File: src/hdl/lr_pkg.sv
// shared constants and codes for the line rasteriser
`timescale 1ns / 1ps

package lr_pkg;

    localparam int COORD_BITS_DEFAULT = 16;
    localparam int DIM_BITS           = 15;
    localparam int CFG_INDEX_BITS     = 1;
    localparam int ERR_GUARD_BITS     = 4;

    localparam logic [DIM_BITS-1:0] DIM_RESET = 15'd1920;

    localparam logic [CFG_INDEX_BITS-1:0] REG_IMAGE_WIDTH  = 1'b0;
    localparam logic [CFG_INDEX_BITS-1:0] REG_IMAGE_HEIGHT = 1'b1;

    localparam logic MODE_LOAD = 1'b0;
    localparam logic MODE_STEP = 1'b1;

endpackage

File: src/hdl/lr_if.sv
// valid/ready channels for endpoint items and emitted pixels
`timescale 1ns / 1ps

interface lr_item_if
    import lr_pkg::*;
#(
    parameter int COORD_BITS = COORD_BITS_DEFAULT
);
    logic                         valid;
    logic                         ready;
    logic                         mode;
    logic signed [COORD_BITS-1:0] start_u;
    logic signed [COORD_BITS-1:0] start_v;
    logic signed [COORD_BITS-1:0] end_u;
    logic signed [COORD_BITS-1:0] end_v;

    modport source (output valid, mode, start_u, start_v, end_u, end_v, input ready);
    modport sink   (input valid, mode, start_u, start_v, end_u, end_v, output ready);
endinterface

interface lr_pixel_if
    import lr_pkg::*;
#(
    parameter int COORD_BITS = COORD_BITS_DEFAULT
);
    logic                         valid;
    logic                         ready;
    logic signed [COORD_BITS-1:0] pixel_u;
    logic signed [COORD_BITS-1:0] pixel_v;
    logic                         inside_image;
    logic                         last_pixel;

    modport source (output valid, pixel_u, pixel_v, inside_image, last_pixel, input ready);
    modport sink   (input valid, pixel_u, pixel_v, inside_image, last_pixel, output ready);
endinterface

File: src/hdl/line_rasterizer.sv
// Bresenham line rasteriser top level: loads endpoints and emits one pixel per step transaction.
// A load transaction sets up the line in the cycle it is accepted and gives no result; each
// step transaction on an active line puts one pixel into the output register at the edge it is
// accepted, so the result appears in the cycle after. The output register lets the block take a
// new transaction every clock while the sink takes pixels, sustaining one pixel per cycle, but a
// pixel left waiting stalls input; the step path is one error-term add and one line-end compare.
`timescale 1ns / 1ps

module line_rasterizer
    import lr_pkg::*;
#(
    parameter int COORD_BITS = COORD_BITS_DEFAULT
)
(
    input  logic                      clk,
    input  logic                      rst_n,
    lr_item_if.sink                   item,
    lr_pixel_if.source                pixel,
    input  logic                      cfg_write_en,
    input  logic [CFG_INDEX_BITS-1:0] cfg_index,
    input  logic [DIM_BITS-1:0]       cfg_data
);

    localparam int ERR_BITS = COORD_BITS + ERR_GUARD_BITS;
    localparam int CMP_BITS = (COORD_BITS > DIM_BITS) ? COORD_BITS : DIM_BITS;

    logic [DIM_BITS-1:0] image_width_reg;
    logic [DIM_BITS-1:0] image_height_reg;

    logic                         line_active_reg;
    logic                         line_active_next;
    logic                         major_is_u_reg;
    logic                         major_is_u_next;
    logic                         minor_neg_reg;
    logic                         minor_neg_next;
    logic signed [COORD_BITS-1:0] cur_u_reg;
    logic signed [COORD_BITS-1:0] cur_u_next;
    logic signed [COORD_BITS-1:0] cur_v_reg;
    logic signed [COORD_BITS-1:0] cur_v_next;
    logic signed [COORD_BITS-1:0] major_end_reg;
    logic signed [COORD_BITS-1:0] major_end_next;
    logic signed [ERR_BITS-1:0]   error_term_reg;
    logic signed [ERR_BITS-1:0]   error_term_next;
    logic signed [ERR_BITS-1:0]   inc_diag_reg;
    logic signed [ERR_BITS-1:0]   inc_diag_next;
    logic signed [ERR_BITS-1:0]   inc_axial_reg;
    logic signed [ERR_BITS-1:0]   inc_axial_next;

    logic                         out_valid_reg;
    logic                         out_valid_next;
    logic signed [COORD_BITS-1:0] pixel_u_reg;
    logic signed [COORD_BITS-1:0] pixel_v_reg;
    logic                         inside_reg;
    logic                         last_reg;

    logic                         setup_major_is_u;
    logic                         setup_minor_neg;
    logic signed [COORD_BITS-1:0] setup_first_u;
    logic signed [COORD_BITS-1:0] setup_first_v;
    logic signed [COORD_BITS-1:0] setup_major_end;
    logic signed [ERR_BITS-1:0]   setup_error;
    logic signed [ERR_BITS-1:0]   setup_inc_diag;
    logic signed [ERR_BITS-1:0]   setup_inc_axial;

    logic                         item_fire;
    logic                         load_fire;
    logic                         step_fire;
    logic signed [COORD_BITS-1:0] cur_major;
    logic signed [COORD_BITS-1:0] cur_minor;
    logic signed [COORD_BITS-1:0] minor_moved;
    logic signed [COORD_BITS-1:0] major_moved;
    logic                         at_last;
    logic                         inside_now;
    logic                         error_pos;

    lr_setup #(
        .COORD_BITS (COORD_BITS)
    ) u_setup (
        .start_u             (item.start_u),
        .start_v             (item.start_v),
        .end_u               (item.end_u),
        .end_v               (item.end_v),
        .major_is_u          (setup_major_is_u),
        .minor_step_negative (setup_minor_neg),
        .first_u             (setup_first_u),
        .first_v             (setup_first_v),
        .major_end           (setup_major_end),
        .error_init          (setup_error),
        .inc_diag            (setup_inc_diag),
        .inc_axial           (setup_inc_axial)
    );

    assign item.ready = !out_valid_reg || pixel.ready;
    assign item_fire  = item.valid && item.ready;
    assign load_fire  = item_fire && (item.mode == MODE_LOAD);
    assign step_fire  = item_fire && (item.mode == MODE_STEP) && line_active_reg;

    // current pixel and one bresenham step
    always_comb
    begin
        cur_major   = major_is_u_reg ? cur_u_reg : cur_v_reg;
        cur_minor   = major_is_u_reg ? cur_v_reg : cur_u_reg;
        at_last     = cur_major >= major_end_reg;
        inside_now  = !cur_u_reg[COORD_BITS-1] && !cur_v_reg[COORD_BITS-1]
                      && (CMP_BITS'(cur_u_reg) < CMP_BITS'(image_width_reg))
                      && (CMP_BITS'(cur_v_reg) < CMP_BITS'(image_height_reg));
        error_pos   = !error_term_reg[ERR_BITS-1] && (error_term_reg != '0);
        minor_moved = minor_neg_reg ? cur_minor - 1'b1 : cur_minor + 1'b1;
        major_moved = cur_major + 1'b1;
    end

    always_comb
    begin
        line_active_next = line_active_reg;
        major_is_u_next  = major_is_u_reg;
        minor_neg_next   = minor_neg_reg;
        cur_u_next       = cur_u_reg;
        cur_v_next       = cur_v_reg;
        major_end_next   = major_end_reg;
        error_term_next  = error_term_reg;
        inc_diag_next    = inc_diag_reg;
        inc_axial_next   = inc_axial_reg;

        priority if (load_fire)
        begin
            line_active_next = 1'b1;
            major_is_u_next  = setup_major_is_u;
            minor_neg_next   = setup_minor_neg;
            cur_u_next       = setup_first_u;
            cur_v_next       = setup_first_v;
            major_end_next   = setup_major_end;
            error_term_next  = setup_error;
            inc_diag_next    = setup_inc_diag;
            inc_axial_next   = setup_inc_axial;
        end
        else if (step_fire && at_last)
        begin
            line_active_next = 1'b0;
        end
        else if (step_fire)
        begin
            error_term_next = error_term_reg + (error_pos ? inc_diag_reg : inc_axial_reg);
            if (major_is_u_reg)
            begin
                cur_u_next = major_moved;
                cur_v_next = error_pos ? minor_moved : cur_v_reg;
            end
            else
            begin
                cur_v_next = major_moved;
                cur_u_next = error_pos ? minor_moved : cur_u_reg;
            end
        end
    end

    always_comb
    begin
        priority if (step_fire)
        begin
            out_valid_next = 1'b1;
        end
        else if (pixel.ready)
        begin
            out_valid_next = 1'b0;
        end
        else
        begin
            out_valid_next = out_valid_reg;
        end
    end

    always_ff @(posedge clk or negedge rst_n)
    begin
        if (!rst_n)
        begin
            image_width_reg  <= DIM_RESET;
            image_height_reg <= DIM_RESET;
        end
        else if (cfg_write_en)
        begin
            unique case (cfg_index)
                REG_IMAGE_WIDTH:  image_width_reg  <= cfg_data;
                REG_IMAGE_HEIGHT: image_height_reg <= cfg_data;
                default:          ;
            endcase
        end
    end

    always_ff @(posedge clk or negedge rst_n)
    begin
        if (!rst_n)
        begin
            line_active_reg <= 1'b0;
            major_is_u_reg  <= 1'b0;
            minor_neg_reg   <= 1'b0;
            cur_u_reg       <= '0;
            cur_v_reg       <= '0;
            major_end_reg   <= '0;
            error_term_reg  <= '0;
            inc_diag_reg    <= '0;
            inc_axial_reg   <= '0;
            out_valid_reg   <= 1'b0;
        end
        else
        begin
            line_active_reg <= line_active_next;
            major_is_u_reg  <= major_is_u_next;
            minor_neg_reg   <= minor_neg_next;
            cur_u_reg       <= cur_u_next;
            cur_v_reg       <= cur_v_next;
            major_end_reg   <= major_end_next;
            error_term_reg  <= error_term_next;
            inc_diag_reg    <= inc_diag_next;
            inc_axial_reg   <= inc_axial_next;
            out_valid_reg   <= out_valid_next;
        end
    end

    // result payload
    always_ff @(posedge clk)
    begin
        if (step_fire)
        begin
            pixel_u_reg <= cur_u_reg;
            pixel_v_reg <= cur_v_reg;
            inside_reg  <= inside_now;
            last_reg    <= at_last;
        end
    end

    assign pixel.valid        = out_valid_reg;
    assign pixel.pixel_u      = pixel_u_reg;
    assign pixel.pixel_v      = pixel_v_reg;
    assign pixel.inside_image = inside_reg;
    assign pixel.last_pixel   = last_reg;

    a_load_activates: assert property (@(posedge clk) disable iff (!rst_n)
        load_fire |=> line_active_reg)
        else $error("line not active after load");

    a_last_ends_line: assert property (@(posedge clk) disable iff (!rst_n)
        (step_fire && at_last) |=> !line_active_reg && out_valid_reg && last_reg)
        else $error("line still active after last pixel");

    a_idle_step_silent: assert property (@(posedge clk) disable iff (!rst_n)
        (item_fire && (item.mode == MODE_STEP) && !line_active_reg && pixel.ready)
        |=> !out_valid_reg)
        else $error("pixel emitted with no active line");

    a_major_u_advances: assert property (@(posedge clk) disable iff (!rst_n)
        (step_fire && !at_last && major_is_u_reg)
        |=> cur_u_reg == COORD_BITS'($past(cur_u_reg) + 1'b1))
        else $error("major coordinate u did not advance");

    a_major_v_advances: assert property (@(posedge clk) disable iff (!rst_n)
        (step_fire && !at_last && !major_is_u_reg)
        |=> cur_v_reg == COORD_BITS'($past(cur_v_reg) + 1'b1))
        else $error("major coordinate v did not advance");

endmodule

File: src/hdl/lr_setup.sv
// line setup: major axis choice, endpoint ordering and initial error terms
`timescale 1ns / 1ps

module lr_setup
    import lr_pkg::*;
#(
    parameter int COORD_BITS = COORD_BITS_DEFAULT
)
(
    input  logic signed [COORD_BITS-1:0]                start_u,
    input  logic signed [COORD_BITS-1:0]                start_v,
    input  logic signed [COORD_BITS-1:0]                end_u,
    input  logic signed [COORD_BITS-1:0]                end_v,
    output logic                                        major_is_u,
    output logic                                        minor_step_negative,
    output logic signed [COORD_BITS-1:0]                first_u,
    output logic signed [COORD_BITS-1:0]                first_v,
    output logic signed [COORD_BITS-1:0]                major_end,
    output logic signed [COORD_BITS+ERR_GUARD_BITS-1:0] error_init,
    output logic signed [COORD_BITS+ERR_GUARD_BITS-1:0] inc_diag,
    output logic signed [COORD_BITS+ERR_GUARD_BITS-1:0] inc_axial
);

    localparam int ERR_BITS = COORD_BITS + ERR_GUARD_BITS;

    logic signed [COORD_BITS:0]   du;
    logic signed [COORD_BITS:0]   dv;
    logic signed [COORD_BITS:0]   d_minor_raw;
    logic        [COORD_BITS-1:0] abs_du;
    logic        [COORD_BITS-1:0] abs_dv;
    logic        [COORD_BITS-1:0] d_major;
    logic        [COORD_BITS-1:0] d_minor;
    logic signed [COORD_BITS-1:0] maj0;
    logic signed [COORD_BITS-1:0] maj1;
    logic signed [COORD_BITS-1:0] min0;
    logic signed [COORD_BITS-1:0] min1;
    logic signed [COORD_BITS-1:0] first_major;
    logic signed [COORD_BITS-1:0] first_minor;
    logic                         swap;

    always_comb
    begin
        du     = $signed({end_u[COORD_BITS-1], end_u}) - $signed({start_u[COORD_BITS-1], start_u});
        dv     = $signed({end_v[COORD_BITS-1], end_v}) - $signed({start_v[COORD_BITS-1], start_v});
        abs_du = du[COORD_BITS] ? COORD_BITS'(-du) : COORD_BITS'(du);
        abs_dv = dv[COORD_BITS] ? COORD_BITS'(-dv) : COORD_BITS'(dv);

        // ties go to v
        major_is_u = abs_dv < abs_du;

        if (major_is_u)
        begin
            maj0        = start_u;
            maj1        = end_u;
            min0        = start_v;
            min1        = end_v;
            swap        = du[COORD_BITS];
            d_minor_raw = dv;
            d_major     = abs_du;
            d_minor     = abs_dv;
        end
        else
        begin
            maj0        = start_v;
            maj1        = end_v;
            min0        = start_u;
            min1        = end_u;
            swap        = dv[COORD_BITS];
            d_minor_raw = du;
            d_major     = abs_dv;
            d_minor     = abs_du;
        end

        first_major = swap ? maj1 : maj0;
        first_minor = swap ? min1 : min0;
        major_end   = swap ? maj0 : maj1;

        // minor direction flips when the endpoints are swapped
        if (swap)
        begin
            minor_step_negative = !d_minor_raw[COORD_BITS] && (d_minor_raw != '0);
        end
        else
        begin
            minor_step_negative = d_minor_raw[COORD_BITS];
        end

        first_u = major_is_u ? first_major : first_minor;
        first_v = major_is_u ? first_minor : first_major;

        error_init = $signed(ERR_BITS'({d_minor, 1'b0}) - ERR_BITS'(d_major));
        inc_diag   = $signed(ERR_BITS'({d_minor, 1'b0}) - ERR_BITS'({d_major, 1'b0}));
        inc_axial  = $signed(ERR_BITS'({d_minor, 1'b0}));
    end

endmodule
File: src/flat_wrapper.sv
// flat-port wrapper written by rule: the top's interface ports become plain ports
module line_rasterizer_flat import lr_pkg::*;
#(
    parameter int COORD_BITS = COORD_BITS_DEFAULT
)
  (clk, rst_n, cfg_write_en, cfg_index, cfg_data, item_valid, item_mode, item_start_u, item_start_v, item_end_u, item_end_v, item_ready, pixel_valid, pixel_pixel_u, pixel_pixel_v, pixel_inside_image, pixel_last_pixel, pixel_ready);
  lr_item_if #(.COORD_BITS(COORD_BITS)) item_i ();
  lr_pixel_if #(.COORD_BITS(COORD_BITS)) pixel_i ();
  input  logic clk;
  input  logic rst_n;
  input  logic cfg_write_en;
  input  logic [CFG_INDEX_BITS-1:0] cfg_index;
  input  logic [DIM_BITS-1:0] cfg_data;
  input wire logic [$bits(item_i.valid)-1:0] item_valid;
  input wire logic [$bits(item_i.mode)-1:0] item_mode;
  input wire logic [$bits(item_i.start_u)-1:0] item_start_u;
  input wire logic [$bits(item_i.start_v)-1:0] item_start_v;
  input wire logic [$bits(item_i.end_u)-1:0] item_end_u;
  input wire logic [$bits(item_i.end_v)-1:0] item_end_v;
  output wire logic [$bits(item_i.ready)-1:0] item_ready;
  output wire logic [$bits(pixel_i.valid)-1:0] pixel_valid;
  output wire logic [$bits(pixel_i.pixel_u)-1:0] pixel_pixel_u;
  output wire logic [$bits(pixel_i.pixel_v)-1:0] pixel_pixel_v;
  output wire logic [$bits(pixel_i.inside_image)-1:0] pixel_inside_image;
  output wire logic [$bits(pixel_i.last_pixel)-1:0] pixel_last_pixel;
  input wire logic [$bits(pixel_i.ready)-1:0] pixel_ready;
  assign item_i.valid = item_valid;
  assign item_i.mode = item_mode;
  assign item_i.start_u = item_start_u;
  assign item_i.start_v = item_start_v;
  assign item_i.end_u = item_end_u;
  assign item_i.end_v = item_end_v;
  assign item_ready = item_i.ready;
  assign pixel_valid = pixel_i.valid;
  assign pixel_pixel_u = pixel_i.pixel_u;
  assign pixel_pixel_v = pixel_i.pixel_v;
  assign pixel_inside_image = pixel_i.inside_image;
  assign pixel_last_pixel = pixel_i.last_pixel;
  assign pixel_i.ready = pixel_ready;
  line_rasterizer #(.COORD_BITS(COORD_BITS)) u_core (.clk(clk), .rst_n(rst_n), .item(item_i), .pixel(pixel_i), .cfg_write_en(cfg_write_en), .cfg_index(cfg_index), .cfg_data(cfg_data));
endmodule
File: config.mk
export PLATFORM = sky130hd
export DESIGN_NAME = line_rasterizer_flat
export DESIGN_NICKNAME = d
export VERILOG_FILES = /design/src/hdl/lr_pkg.sv /design/src/hdl/lr_if.sv /design/src/hdl/line_rasterizer.sv /design/src/hdl/lr_setup.sv /design/src/flat_wrapper.sv
export SDC_FILE = /design/constraint.sdc
export NUM_CORES = 1
export LEC_CHECK = 0
export ABC_AREA = 1
export BUFFER_PORTS_ARGS = -buffer_cell sky130_fd_sc_hd__buf_2
export CORE_UTILIZATION = 35
export DETAILED_ROUTE_END_ITERATION = 7
export PLACE_DENSITY = 0.52
export SKIP_LAST_GASP = 1
export SLEW_MARGIN = 15
export SYNTH_ARGS = -nofsm -noshare
export SYNTH_HDL_FRONTEND = slang
export SYNTH_SLANG_ARGS = --single-unit
export TNS_END_PERCENT = 50
File: constraint.sdc
create_clock -name clk -period 11.75 [get_ports clk]
set_input_delay 1.175 -clock clk [delete_from_list [all_inputs] [get_ports clk]]
set_output_delay 1.175 -clock clk [all_outputs]
set_load 0.01 [all_outputs]
# Yosys cells after proc, flatten, opt, wreduce, memory -nomap -nowiden
# Index checks and enable logic that the tools add are counted.
[word_totals]
inputBits = 86
register_bits = 172
mem_bits_rw = 0
wordCells = 97
out_inout_bits = 36
latch_bits = 0
n_memories = 0
rom_bits = 0
[classes]
reduce_logical = 27
mux = 36
add_sub_neg = 10
bitwise = 2
magnitude_cmp = 4
div_mod_pow = 0
multipliers = 0
n_eq_ne = 2
shifts = 0
[op_table]
columns = ["operator", "n"]
rows = [
  ["two-way mux 16 bit", 25],
  ["two-way mux 20 bit", 4],
  ["subtractor 16 x 16 -> 17 bit", 2],
  ["adder 16 x 1 -> 16 bit, second input constant", 2],
  ["less-than comparator 16 x 15 -> 1 bit", 2],
  ["negation 16 bit", 2],
  ["adder 20 bit", 1],
  ["nonzero test 20 bit", 1],
  ["subtractor 17 x 16 -> 18 bit", 1],
  ["subtractor 17 x 17 -> 18 bit", 1],
  ["two-way mux 17 bit", 1],
  ["nonzero test 17 bit", 1],
  [">= comparator 16 bit", 1],
  ["less-than comparator 16 bit", 1],
  ["subtractor 16 x 1 -> 16 bit, second input constant", 1],
  ["logical AND 1 bit", 10],
  ["two-way mux 1 bit", 6],
  ["AND reduction 2 bit", 3],
  ["AND reduction 3 bit", 2],
  ["nonzero test 2 bit", 3],
  ["logical NOT 1 bit", 5],
  ["!= test 3 bit, second input constant", 1],
  ["nonzero test 3 bit", 1],
  ["!= test 2 x 1 -> 1 bit, second input constant", 1],
  ["2 further kinds", 3],
]

# Logic depth before layout (Yosys ltp)
[depth]
word_depth = 8
depth_mapped = 46

# Hierarchy
# From an unflattened synthesis, not the netlist that was laid out.
[hier_totals]
hier_cells = 3005
hier_area_um2 = 18763.0
[modules_own_cells]
columns = ["module", "area_per_inst_um2", "seq_area_each_um2", "n_inst", "cells_per_inst"]
rows = [
  ["line_rasterizer", 11496.0, 4584.4, 1, 1563],
  ["lr_setup", 7267.0, 0.0, 1, 1442],
]

# Least setup slack after synthesis
# OpenSTA, ideal clock, no wires.
[synth_path]
path_type = "input to register"
startpoint = "in item_end_u[0]"
endpoint = "reg u_core.error_term_reg[16]"
arrival_ns = 5.939
cell_stages = 44
n_path_buf = 1
setup_slack_ns = 5.698
path_cell_list = "inv_1 > ha_1 > fa_1 > inv_1 > nand3_1 > nand2_2 > nand3_1 > nand2_1 > nand3_1 > nand2_1 > nand2_1 > nand2_2 > buf_4 > clkinv_1 > nor2_1 > xor2_1 > ha_1 > nand2_1 > [... 8 more ...] > nand2_1 > o21ai_0 > inv_1 > fa_1 > inv_1 > nand2_1 > nand2_1 > nand2_1 > nand2_1 > nand2_1 > nand2_2 > nand2_1 > nand2_1 > nand2_1 > nand3_1 > nand3_1 > nand2_1 > inv_1"
[synth_between]
elab_chain_len = 7
[synth_lines]
columns = ["element", "line", "rtl"]
rows = [
  ["from (decl)", "flat_wrapper.sv:18", "input wire logic [$bits(item_i.end_u)-1:0] item_end_u;"],
  ["subtractor 16 x 16 -> 17 bit (*)", "lr_setup.sv:43", "du = $signed({end_u[COORD_BITS-1], end_u}) - $signed({start_u[COORD_BITS-1], start_u});"],
  ["negation 16 bit", "lr_setup.sv:45", "abs_du = du[COORD_BITS] ? COORD_BITS'(-du) : COORD_BITS'(du);"],
  ["two-way mux 16 bit (*)", "lr_setup.sv:45", ""],
  ["less-than comparator 16 bit", "lr_setup.sv:49", "major_is_u = abs_dv < abs_du;"],
  ["two-way mux 16 bit", "lr_setup.sv:51", "if (major_is_u)"],
  ["subtractor 17 x 16 -> 18 bit (*)", "lr_setup.sv:91", "error_init = $signed(ERR_BITS'({d_minor, 1'b0}) - ERR_BITS'(d_major));"],
  ["two-way mux 20 bit (*)", "line_rasterizer.sv:124", "priority if (load_fire)"],
  ["to (signal assigned)", "line_rasterizer.sv:212", "error_term_reg <= error_term_next;"],
  ["to (decl)", "line_rasterizer.sv:42", "logic signed [ERR_BITS-1:0] error_term_reg;"],
]
# Every way passes the cells marked *; elsewhere a longest branch is shown, timed or not.
# A chain may end at the register's enable or synchronous reset.

# Worst setup path after layout
[layout_path]
startpoint = "in item_end_v[0]"
endpoint = "reg u_core.error_term_reg[16]"
[layout_between]
elab_chain_len = 7
[layout_lines]
columns = ["element", "line", "rtl"]
rows = [
  ["from (decl)", "flat_wrapper.sv:19", "input wire logic [$bits(item_i.end_v)-1:0] item_end_v;"],
  ["subtractor 16 x 16 -> 17 bit (*)", "lr_setup.sv:44", "dv = $signed({end_v[COORD_BITS-1], end_v}) - $signed({start_v[COORD_BITS-1], start_v});"],
  ["negation 16 bit", "lr_setup.sv:46", "abs_dv = dv[COORD_BITS] ? COORD_BITS'(-dv) : COORD_BITS'(dv);"],
  ["two-way mux 16 bit (*)", "lr_setup.sv:46", ""],
  ["less-than comparator 16 bit", "lr_setup.sv:49", ""],
  ["two-way mux 16 bit", "lr_setup.sv:51", ""],
  ["subtractor 17 x 16 -> 18 bit (*)", "lr_setup.sv:91", ""],
  ["two-way mux 20 bit (*)", "line_rasterizer.sv:124", ""],
]
# Marked as above.

==> flow_metrics.env <==
export IMPL_finalWeightedCongestion=0.949
export IMPL_whs_ns=0.482
export IMPL_wl_met1_um=27600
export IMPL_final_core_util_pct=39.3
export IMPL_cts_root_buf="clkbuf_16"
export IMPL_hold_viol_final=0
export IMPL_die_w_um=221
export IMPL_fin_crit_ns=7.77
export IMPL_syn_inst=2579
export IMPL_power_leakage_nw=9.55
export IMPL_synth_edff_count=34
export IMPL_die_area_mm2=0.0487
export IMPL_synth_nets=2807
export IMPL_ys_ff_latch=169
export IMPL_start_util_pct=35.7
export IMPL_ff2ff_path_depth=21
export IMPL_endpoint="u_core.error_term_reg[16]"
export IMPL_crit_path_end_kind="flip-flop"
export IMPL_max_slew_margin_pct=37.9
export IMPL_ir_drop_mv=0.150
export IMPL_die_y_um=221
export IMPL_clk_path_buf_depth=2
export IMPL_path_class="in2reg"
export IMPL_r2r_setup_slack_ns=5.84
export IMPL_finalInstanceArea_mm2=0.0184
export IMPL_drtAntennaViolNets=0
export IMPL_cts_tree="yes"
export IMPL_cts_htree_levels=4
export IMPL_slew_violations=0
export IMPL_cts_setup_buffers=0
export IMPL_clk_pin_slew_worst_paths_ns=0.07
export IMPL_cts_hold_buffers=0
export IMPL_cts_buffers=17
export IMPL_layout_setup_ws_ns=3.98
export IMPL_wl_met2_um=24800
export IMPL_layout_commonest_cell="nand2_1"
export IMPL_clock_sinks=169
export IMPL_routedWlPerCell_um=17.3
export IMPL_first_pass_iters=8
export IMPL_rsz0062_at_grt="false"
export IMPL_drc=2
export IMPL_cp_startpoint="item_end_v[0]"
export IMPL_power_density_mw_per_mm2=326
export IMPL_critPathRequiredTime_ns=12.12
export IMPL_core_mm2=0.0469
export IMPL_vias=16700
export IMPL_drt_wl_total_um=56600
export IMPL_ys_flop_type="dfrtp_1"
export IMPL_status="complete, but fails checks"
export IMPL_synthToLayoutAreaGrowth_pct=10.2
export IMPL_antennaDiodeCount=0
export IMPL_grt_pass1_wl_um=88300
export IMPL_largest_reg_flops=20
export IMPL_drive_above_1_share_pct=8.67
export IMPL_total_power_mw=6.02
export IMPL_arrival_ns=8.14
export IMPL_synthTopCellsByArea="dfrtp_1 (19%), nand2_1 (18%), ha_1 (10%)"
export IMPL_post_place_ws_ns=3.55
export IMPL_num_io_pins=122
export IMPL_violations="design-rule violations"
export IMPL_fmax_mhz=129
export IMPL_highest_layer="met4"
export IMPL_cp_common_cell="nand2_1"
export IMPL_post_cts_resized=0
export IMPL_netlist_area_leader_share_pct=19.0
export IMPL_tightest_slew_ns=0.929
export IMPL_vias_per_cell=5.11
export IMPL_yosysWarnings=0
export IMPL_grt_max_degree=101
export IMPL_synth_seq_area_share_pct=26.4
export IMPL_numPortBuffers=121
export IMPL_synth_cell_types=55
export IMPL_initialDrtViolationCount=1252
export IMPL_avgSynthCellArea_um2=6.48
export IMPL_final_net_count=2879
export IMPL_cap_violations=0
export IMPL_fillers=5083
export IMPL_placementRows=79
export IMPL_finClkSkew_ns=0.0136
export IMPL_place_hpwl_um=45700
export IMPL_final_cell_mix="nand2_1 (782), inv_1 (383), o21ai_0 (247), nand3_1 (167), a21oi_1 (138)"
export IMPL_placed_cells=3239
export IMPL_setup_viol=0
export IMPL_clk_latency_ns=0.48
export IMPL_start_kind="input port"
export IMPL_r2r_end="u_core.cur_v_reg[15]"
export IMPL_overflow=0
export IMPL_dpl_cell_area_mm2=0.0178
export IMPL_async_flop_share_pct=79.9
export IMPL_worstReg2RegStart="u_core.major_is_u_reg"
export IMPL_final_cells=3271
export IMPL_antenna_found_initial=2
export IMPL_worst_path_max_fanout=100
export IMPL_hold_class="reg2reg"
export IMPL_grt_usage_pct=23.9
export IMPL_synth_top_area_cell="dfrtp_1"
export IMPL_routed_wl_met3_um=2540
export IMPL_grt_pass1_vias=15600
export IMPL_fin_setup_tns_ns=0
export IMPL_finalCritPeriodShare_pct=66.1
export IMPL_cpPeakStageDelay_ns=0.70
export IMPL_syn_cell_area_mm2=0.0167
export IMPL_critPathSlowestCell="nand2_4"
-- report_power, final --
part / internal, mW / total, mW / leakage [nW] / switching, mW
clock network: 0.322 / 0.600 / 0.301 / 0.277
logic: 1.46 / 4.41 / 7.35 / 2.95
registers: 0.836 / 1.01 / 1.90 / 0.170
total: 2.62 / 6.02 / 9.55 / 3.39
-- kinds of logic after synthesis --
kind of cell,share of synthesized area [%]
AND/OR/NAND/NOR,29.8
AO/OA/AOI/OAI,16.6
buffers and inverters,11.3
flip-flops,26.4
adder cells (fa/ha/maj),10.8
XOR/XNOR,3.66
multiplexers,1.44
-- layout make-up --
cell class / count / area [um2] / area share (%)
inverters: 394 / 1480 / 8.02
flip-flops and latches: 169 / 4410 / 23.9
repair buffers: 135 / 717 / 3.89
well taps: 607 / 759 / 4.12
clock inverters: 15 / 180 / 0.977
clock buffers: 17 / 425 / 2.31
multi-input cells: 1934 / 10500 / 56.8
-- synth_stat cells (12+ instances only) --
master	n
nand2_2	13
nor2_1	133
o21ai_1	31
dfrtp_1	127
o21ai_0	247
a31oi_1	12
xnor2_1	12
xor2_1	56
nand4_1	37
edfxtp_1	34
buf_2	16
nand3_1	167
o211ai_1	13
inv_1	383
ha_1	137
nand2_1	782
a21oi_1	138
clkbuf_1	51
nor3_1	14
mux2i_1	24
-- worst min-delay path by stage --
stage,start,to,depth (start not counted)
6_report,u_core.image_width_reg[0],u_core.image_width_reg[0],2
5_1_grt,u_core.inc_diag_reg[12],u_core.inc_diag_reg[12],2
4_1_cts,u_core.image_width_reg[0],u_core.image_width_reg[0],2
3_5_place_dp,u_core.image_width_reg[0],u_core.image_width_reg[0],2
3_3_place_gp,u_core.image_width_reg[0],u_core.image_width_reg[0],2
2_1_floorplan,u_core.image_height_reg[0],u_core.image_height_reg[0],2
-- metal layers --
metal  vias up  track usage, %
met1      7718            33.5
met3        60            3.44
met5         -               0
li1       8557               -
met4         0            7.95
met2       387            37.4
-- critical path: cells and delay by family --
family	cells	cell delay, ns
simple gates	26	3.51
fa+ha+maj	4	1.49
buf+inv	10	1.10
compound gates	1	0.42
xor+xnor	1	0.36
(Power assumes the default switching activity.)
